$ cat config.mk
export PLATFORM = sky130hd
export DESIGN_NAME = gpts_ram
export DESIGN_NICKNAME = d
export VERILOG_FILES = /design/src/gpts_ram.sv
export SDC_FILE = /design/constraint.sdc
export NUM_CORES = 1
export LEC_CHECK = 0
export ABC_AREA = 0
export BUFFER_PORTS_ARGS = -buffer_cell sky130_fd_sc_hd__buf_2
export CAP_MARGIN = 20
export CORE_UTILIZATION = 54
export DETAILED_ROUTE_END_ITERATION = 8
export PLACE_DENSITY = 0.74
export SYNTH_ARGS = -nofsm -noshare
export SYNTH_HDL_FRONTEND = slang
export SYNTH_SLANG_ARGS = --single-unit
$ cat constraint.sdc
create_clock -name i_clk -period 1.85 [get_ports i_clk]
set_input_delay 0.37 -clock i_clk [delete_from_list [all_inputs] [get_ports i_clk]]
set_output_delay 0.37 -clock i_clk [all_outputs]
set_load 0.03 [all_outputs]
$ cat src/gpts_ram.sv
// Generic single-port-write, single-read RAM with registered read data.
// No dependencies.
`timescale 1ns / 1ps
`default_nettype none
module gpts_ram #(
    parameter int Width = 8,
    parameter int Depth = 16
) (
    input  wire logic                     i_clk,
    input  wire logic                     i_we,
    input  wire logic [$clog2(Depth)-1:0] i_waddr,
    input  wire logic [Width-1:0]         i_wdata,
    input  wire logic [$clog2(Depth)-1:0] i_raddr,
    output logic      [Width-1:0]         o_rdata
);
    logic [Width-1:0] r_mem [Depth];
    always_ff @(posedge i_clk) begin
        if (i_we) r_mem[i_waddr] <= i_wdata;
        o_rdata <= r_mem[i_raddr];
    end
endmodule
`default_nettype wire

# Yosys cells after proc, flatten, opt, wreduce, memory -nomap -nowiden
# Memories as Yosys holds them, arrays and structs flattened. A register that Yosys moved wholly into a read port is not among the register bits.
# Index checks and enable logic that the tools add are counted.
[classes]
mux = 2
[ops]
columns = ["op", "n"]
rows = [
  ["$mux 1", 2],
]
[totals]
ram_bits = 128
regBits = 0
memories = 1
out_inout_bits = 8
[memory_table]
columns = ["name", "depth", "word_bits", "read_ports", "rd_ports_with_merged_regs", "write_ports", "line", "rtl"]
rows = [
  ["r_mem", 16, 8, 1, 1, 1, "16", "logic [Width-1:0] r_mem [Depth];"],
]

# Logic depth before layout (Yosys ltp)
# Gate-level depths: netlist of the first run.
[logic_depth]
depth_word = 2
ltp_mapped = 5
mapped_depth_nobuf = 3

# Worst setup path after synthesis of the first run
# No wires, ideal clock.
[synth_path]
path_kind = "in2reg"
startpoint = "in i_waddr[2]"
endpoint = "mem r_mem[0][0], enable pin"
n_path_buf = 0
path_stages = 2
setup_ns = 0.383
required_time_ns = 1.467
setup_slack_ns = -0.013
t_arrival_ns = 1.480
cell_sequence = "or3b_2 > nor3_1"
[synth_rtl]
columns = ["element", "line", "rtl"]
rows = [
  ["start, declared", "11", "input wire logic [$clog2(Depth)-1:0] i_waddr,"],
  ["end, declared", "16", ""],
]
# No word-level cell before the write port.

# Final worst setup path of the first run
[layout_path]
startpoint = "reg o_rdata[6] (read register of r_mem)"
endpoint = "out o_rdata[6]"
[layout_rtl]
columns = ["element", "line", "rtl"]
rows = [
  ["start, declared", "14", "output logic [Width-1:0] o_rdata"],
]
# No word-level cell between the ends.

==> metrics, run 1 <==
status=finished, final reports clean; worst hold margin=237 ps; HPWL after detailed placement=6.13 mm; Clk pwr share=45.4%; Mapped Nets=247; Syn-to-layout area delta=19.0%; CTS tree=yes; Max VDD drop=0.651 mV; FF+latch count, synth=136; Post-DRT Antenna Nets=0; Via-to-Cell Ratio=5.90; Crit path max-delay family=flip-flops; Final Hold Fails=0; Synth Warn #=0; Post-route DRC=0; Worst Tran Pin Value=399 ps; kind of start point of the critical path=flip-flop; CTS H-tree depth=4; share of post-route cells with drive strength above 1=31.4%; Avg WL per Cell=23.0 µm; worst hold-check path type=input pin to flip-flop; worst path arrival time=1100 ps; PD cells=1150 mW/mm²; cts repair resizes=0; global-route wire length before repair=15.0 mm; CTS Buf Count=17; RSZ-0062 raised after global routing=no; Reg clk slew, reported paths=60 ps; Worst-Skew Late Latency=520 ps; First-pass DRT Iterations=5; Synth Instances=229; Slowest-stage cell, CP=dfxtp_1; gpl congestion=0.746; Combinational Power Share=5.2%; hold_buf cts=0; final critical-path share of the clock period=79.3%; root buffer cell=clkbuf_8; dpl cell area=0.00556 mm²; worst reg2reg setup slack=460 ps; GR Overflow Total=0; number of fill cells=581; # Max-Cap Violations=0; via count=2525; mean post-synth cell area=22.5 µm²; switching fraction of total power=19.8%; clock sinks=136; Finish-stage setup viols=0; largest net degree at the start of global routing=33; Net Sw Power=0.00139 W; post-synth cell types=19; sequential share of power=49.4%; crit-path cells=buf_2; area of the die=0.00993 mm²; fin. max-slew vios=0; fin area=0.00612 mm²; post-synthesis sequential area ratio=77.8%; gr usage total=22.3%; clk buf depth=2; setup TNS=0 ps; total power=0.00702 W; Rows=35; slowest cell delay on critical path=370 ps; PortBufs=25; final core utilization=66.3%; CP bufs+invs=1; initial drt markers=181; Setup Buffers After CTS=0; fmax=681 MHz; IO Count=26; Critical Path Sink Type=output pin; type of the worst setup path=flip-flop to output pin; Die H=99.6 µm; core area=0.00924 mm²; Initial Util=55.7%; Req. time, crit path=1480 ps; Fin Clk Skew=10.1 ps; Max-Slew Margin vs Limit=73.4%; crit-path max FO=1; Routed WL=9.84 mm; Syn Std Cell Area=0.00515 mm²; Int Pwr=0.00563 W; minimum clock period=1470 ps; vias in the first global route=2601; initial antenna violation count=0; # diodes=0; leakage dissipation=2.10 nW; nets=304; Die Wd=99.6 µm
-- synthesized netlist by cell type (all sizes together) --
cell type | number | area (µm²)
nand2 | 9 | 33.8
edfxtp | 128 | 3840
nand3 | 1 | 5.00
dfxtp | 8 | 160
clkdlybuf4s25 | 3 | 30.0
nand2b | 2 | 12.5
nor2b | 1 | 6.26
buf | 7 | 56.3
a22oi | 16 | 120
nor3 | 4 | 20.0
and2 | 1 | 6.26
or3b | 1 | 8.76
mux4 | 32 | 773
nor2 | 13 | 48.8
and2b | 1 | 7.51
nand3b | 2 | 15.0
-- state kept, by name, summed over array words and instances, names as in the netlist --
name and cells:
o_rdata 8, r_mem 128
-- layer usage --
layer | GRT usage [%] | vias to the layer above | routed length [µm]
met5 | 0 | - | 0
met4 | 9.50 | 0 | 176
met3 | 5.41 | 14 | 487
met2 | 35.0 | 89 | 4980
met1 | 30.2 | 1337 | 4200
li1 | - | 1085 | -
-- metrics by stage --
stage | cells | worst slack, ps
5_1_grt | 428 | 348
3_3_place_gp | 396 | 28.5
2_1_floorplan | 229 | 214
4_1_cts | 428 | 357
3_5_place_dp | 396 | 21.0
6_report | 428 | 383
-- layout make-up --
cell class | count | area (µm²) | area share [%]
timing repair buffer | 48 | 335 | 5.47
tap | 129 | 161 | 2.64
clock buffer | 22 | 433 | 7.07
sequential | 136 | 4000 | 65.4
clock inverter | 10 | 129 | 2.10
multi-input combinational | 83 | 1060 | 17.3
-- logic make-up after synthesis --
family	Yosys count	synth area share, %
simple gates	35	3.18
flops	136	77.8
mux	32	15.0
compound gates	16	2.33
buf+inv	10	1.68
-- path summary, 6_finish.rpt --
kind                     start           end  cells past startpoint
setup / recovery    o_rdata[6]    o_rdata[6]                      1
hold reg to reg   r_mem[15][5]    o_rdata[5]                      3
setup reg to reg   r_mem[2][1]    o_rdata[1]                      3
hold / removal      i_wdata[3]  r_mem[12][3]                      1
-- layout by cell type, fill, tap and decap left out, drive strengths merged --
cell | Yosys | routed
a22oi | 16 | 16
and2 | 1 | 1
and2b | 1 | 1
buf | 7 | 48
bufinv | 0 | 3
clkbuf | 0 | 22
clkinv | 0 | 5
clkinvlp | 0 | 2
dfxtp | 8 | 8
edfxtp | 128 | 128
mux4 | 32 | 32
nand2 | 9 | 9
nand2b | 2 | 2
nand3 | 1 | 1
nand3b | 2 | 2
nor2 | 13 | 13
nor2b | 1 | 1
nor3 | 4 | 4
or3b | 1 | 1
-- power by group through the flow --
stage	Sequential, W	Clock (W)	Combinational [W]
floorplan	0.00356	0	0.000175
global placement	0.00352	0	0.000357
detailed placement	0.00353	0	0.000366
CTS	0.00347	0.00322	0.000371
global route	0.00347	0.00336	0.000393
finish	0.00347	0.00319	0.000367
Power figures use the tool's default switching activity.
==> run 2, diff against run 1 <==
Settings changed: ABC_AREA 0 to 1, CORE_UTILIZATION 54 to 55, PLACE_DENSITY 0.74 to 0.75.
Clock period 1.85 ns to 1.29 ns, I/O delays scaled along.
==> metrics, run 2 <==
reg-to-reg startpoint=r_mem[1][2] (was r_mem[2][1]); final critical-path share of the clock period=98.0%; fmax=791 MHz; Die Wd=104 µm (was 99.6 µm); minimum clock period=1260 ps; Slowest-stage cell, CP=dfxtp_2 (was dfxtp_1); clock sinks=136 (unchanged); Syn-to-layout area delta=18.8% (was 19.0%); largest net degree at the start of global routing=65 (was 33); crit-path cells=buf_6 (was buf_2); IO Count=26 (unchanged); Initial Util=56.4% (was 55.7%); Hold EP=o_rdata[0] (was r_mem[12][3]); post-synth cell types=12 (was 19); most frequent cells in the layout=173 x nand2_1, 128 x edfxtp_1, 100 x inv_1 (was 128 x edfxtp_1, 25 x buf_2, 20 x buf_4); FF-to-FF End=o_rdata[2] (was o_rdata[1]); fin area=0.00685 mm² (was 0.00612 mm²); Setup Buffers After CTS=0 (unchanged); Worst-Skew Late Latency=520 ps (about the same); dpl cell area=0.00616 mm² (was 0.00556 mm²); Syn Std Cell Area=0.00577 mm² (was 0.00515 mm²); nets=618 (was 304); GR Overflow Total=0 (unchanged); worst hold-check path type=input pin to flip-flop (unchanged); Primary FF master, synth=edfxtp_1 (unchanged); R2R cell count=6 (was 3); Mapped Nets=569 (was 247); core area=0.0102 mm² (was 0.00924 mm²); WHS Path Cells=3 (was 1); mean post-synth cell area=10.5 µm² (was 22.5 µm²); via count=3935 (was 2525); Post-DRT Antenna Nets=0 (unchanged); global-route wire length before repair=20.3 mm (was 15.0 mm); post-synthesis sequential area ratio=69.4% (was 77.8%); worst path arrival time=1010 ps (was 1100 ps); leakage dissipation=3.01 nW (was 2.10 nW); type of the worst setup path=flip-flop to output pin (unchanged); CTS Buf Count=17 (unchanged); FF+latch count, synth=136 (unchanged); ys async rst share=0% (unchanged); worst reg2reg setup slack=250 ps (was 460 ps); largest reg by FF count=r_mem (unchanged); pre-CTS setup slack=-33.8 ps (was 21.0 ps); RSZ-0062 raised after global routing=no (unchanged); slowest cell delay on critical path=360 ps (was 370 ps); # diodes=0 (unchanged); Crit path max-delay family=flip-flops (unchanged); Synth Warn #=0 (unchanged); status=finished, final reports clean (unchanged); Max VDD drop=0.944 mV (was 0.651 mV); gr usage total=25.7% (was 22.3%); area of the die=0.0109 mm² (was 0.00993 mm²); Via-to-Cell Ratio=5.27 (was 5.90); CP bufs+invs=1 (unchanged); area leader, netlist=edfxtp_1 (unchanged); CTS tree=yes (unchanged); share of post-route cells with drive strength above 1=14.2% (was 31.4%); Synth Instances=551 (was 229); Rows=37 (was 35); HPWL after detailed placement=7.76 mm (was 6.13 mm); Fin Clk Skew=4.89 ps (was 10.1 ps); most frequent cells after synthesis=173 x nand2_1, 128 x edfxtp_1, 100 x inv_1, 97 x nand3_1, 17 x nor2_1 (was 128 x edfxtp_1, 18 x mux4_2, 16 x a22oi_1, 14 x mux4_1, 13 x nor2_1); crit-path max FO=1 (unchanged); Max-Slew Margin vs Limit=72.5% (was 73.4%); Critical Path Sink Type=output pin (unchanged); fin. max-slew vios=0 (unchanged); hold_buf cts=0 (unchanged); # Max-Cap Violations=0 (unchanged); commonest non-fill, non-tap cell in the layout=nand2_1 (was edfxtp_1); top cell type's share of synthesized area=66.7% (was 74.7%); initial antenna violation count=0 (unchanged); Finish-stage setup viols=0 (unchanged); initial drt markers=296 (was 181); First-pass DRT Iterations=5 (unchanged); Routed WL=13.0 mm (was 9.84 mm); Post-route DRC=0 (unchanged); kind of start point of the critical path=flip-flop (unchanged); max reg flops=128 (unchanged); Reg clk slew, reported paths=60 ps (about the same); Regs by FF count=r_mem x128, o_rdata x8 (unchanged); Post-synth EDFFs=128 (unchanged); PD cells=1630 mW/mm² (was 1150 mW/mm²); Final Hold Fails=0 (unchanged); clk buf depth=2 (unchanged); Req. time, crit path=1030 ps (was 1480 ps); CTS H-tree depth=4 (unchanged); gpl congestion=0.834 (was 0.746); vias in the first global route=3923 (was 2601); Avg WL per Cell=17.4 µm (was 23.0 µm); Worst Tran Pin Value=412 ps (was 399 ps); Die H=104 µm (was 99.6 µm); min-delay src=i_raddr[3] (was i_wdata[3]); root buffer cell=clkbuf_8 (unchanged); most common cell in the netlist=nand2_1 (was edfxtp_1); PortBufs=25 (unchanged); Area contributors post-synth=edfxtp_1 67%, nand2_1 11%, nand3_1 8.4% (was edfxtp_1 75%, mux4_2 7.9%, mux4_1 7.1%); PnR worst setup slack=25.6 ps (was 383 ps)
[run 2: cell types whose count changed after synthesis, moves of 14 or more]
cell     delta
a22oi_1    -16
inv_1     +100
mux4_1     -14
mux4_2     -18
nand2_1   +164
nand3_1    +96
[run 2: worst max path at each step]
stage / from / end / slack, ps / cells past startpoint
6_report: o_rdata[6] / o_rdata[6] / 30 / 1
4_1_cts: o_rdata[4] / o_rdata[4] / 9 / 1
5_1_grt: o_rdata[7] / o_rdata[7] / 0.8 / 1
3_3_place_gp: i_raddr[0] / o_rdata[2] / -20 / 8
2_1_floorplan: i_waddr[3] / r_mem[4][0] / 80 / 2
3_5_place_dp: i_raddr[0] / o_rdata[2] / -30 / 7
[run 2: final cells by class]
class	count	area, µm²
Sequential cell	136	4010
Fill cell	786	3380
Multi-Input combinational cell	289	1210
Clock buffer	17	414
Timing Repair Buffer	54	413
Inverter	102	383
Clock inverter	13	253
Tap cell	136	170
[run 2: repair_timing]
| item | 4_1_cts | 5_1_grt |
|---|---|---|
| gates resized for setup | 7 | 3 |
| endpoints found under the hold margin | 0 | 0 |
| cloned | 0 | 0 |
| endpoints found under the setup margin | 3 | 2 |
[run 2: power by group]
part           leakage [nW]  switching [W]  internal, W
clock network         0.321        0.00177      0.00370
logic                  1.47       0.000489     0.000218
registers              1.22      0.0000312      0.00494
total                  3.01        0.00229      0.00886
[run 2: cell families after synthesis]
group	Yosys count	synth area share, %
DFF	136	69.4
buffers and inverters	126	9.52
and+or+nand+nor	289	21.0
[run 2: through the flow]
stage                     hold slack [ps]  cells  power [W]  setup TNS (ps)  utilization, %
after CTS                            74.3    747     0.0112               0            66.9
after global placement                623    717    0.00573           -15.2            60.2
after detailed placement              623    717    0.00574           -76.0            60.2
final                                95.2    747     0.0112               0            67.0
after global routing                  106    747     0.0114               0            67.0
after floorplan                       357    551    0.00546               0               -
[run 2: metal layers]
| metal | vias to the layer above | track usage (%) | part of all wire, % |
|---|---|---|---|
| li1 | 1871 | - | - |
| met5 | - | 0 | 0 |
| met1 | 1874 | 32.1 | 40 |
| met4 | 0 | 12.2 | 2.2 |
| met2 | 164 | 42.1 | 51 |
| met3 | 26 | 6.08 | 6.8 |
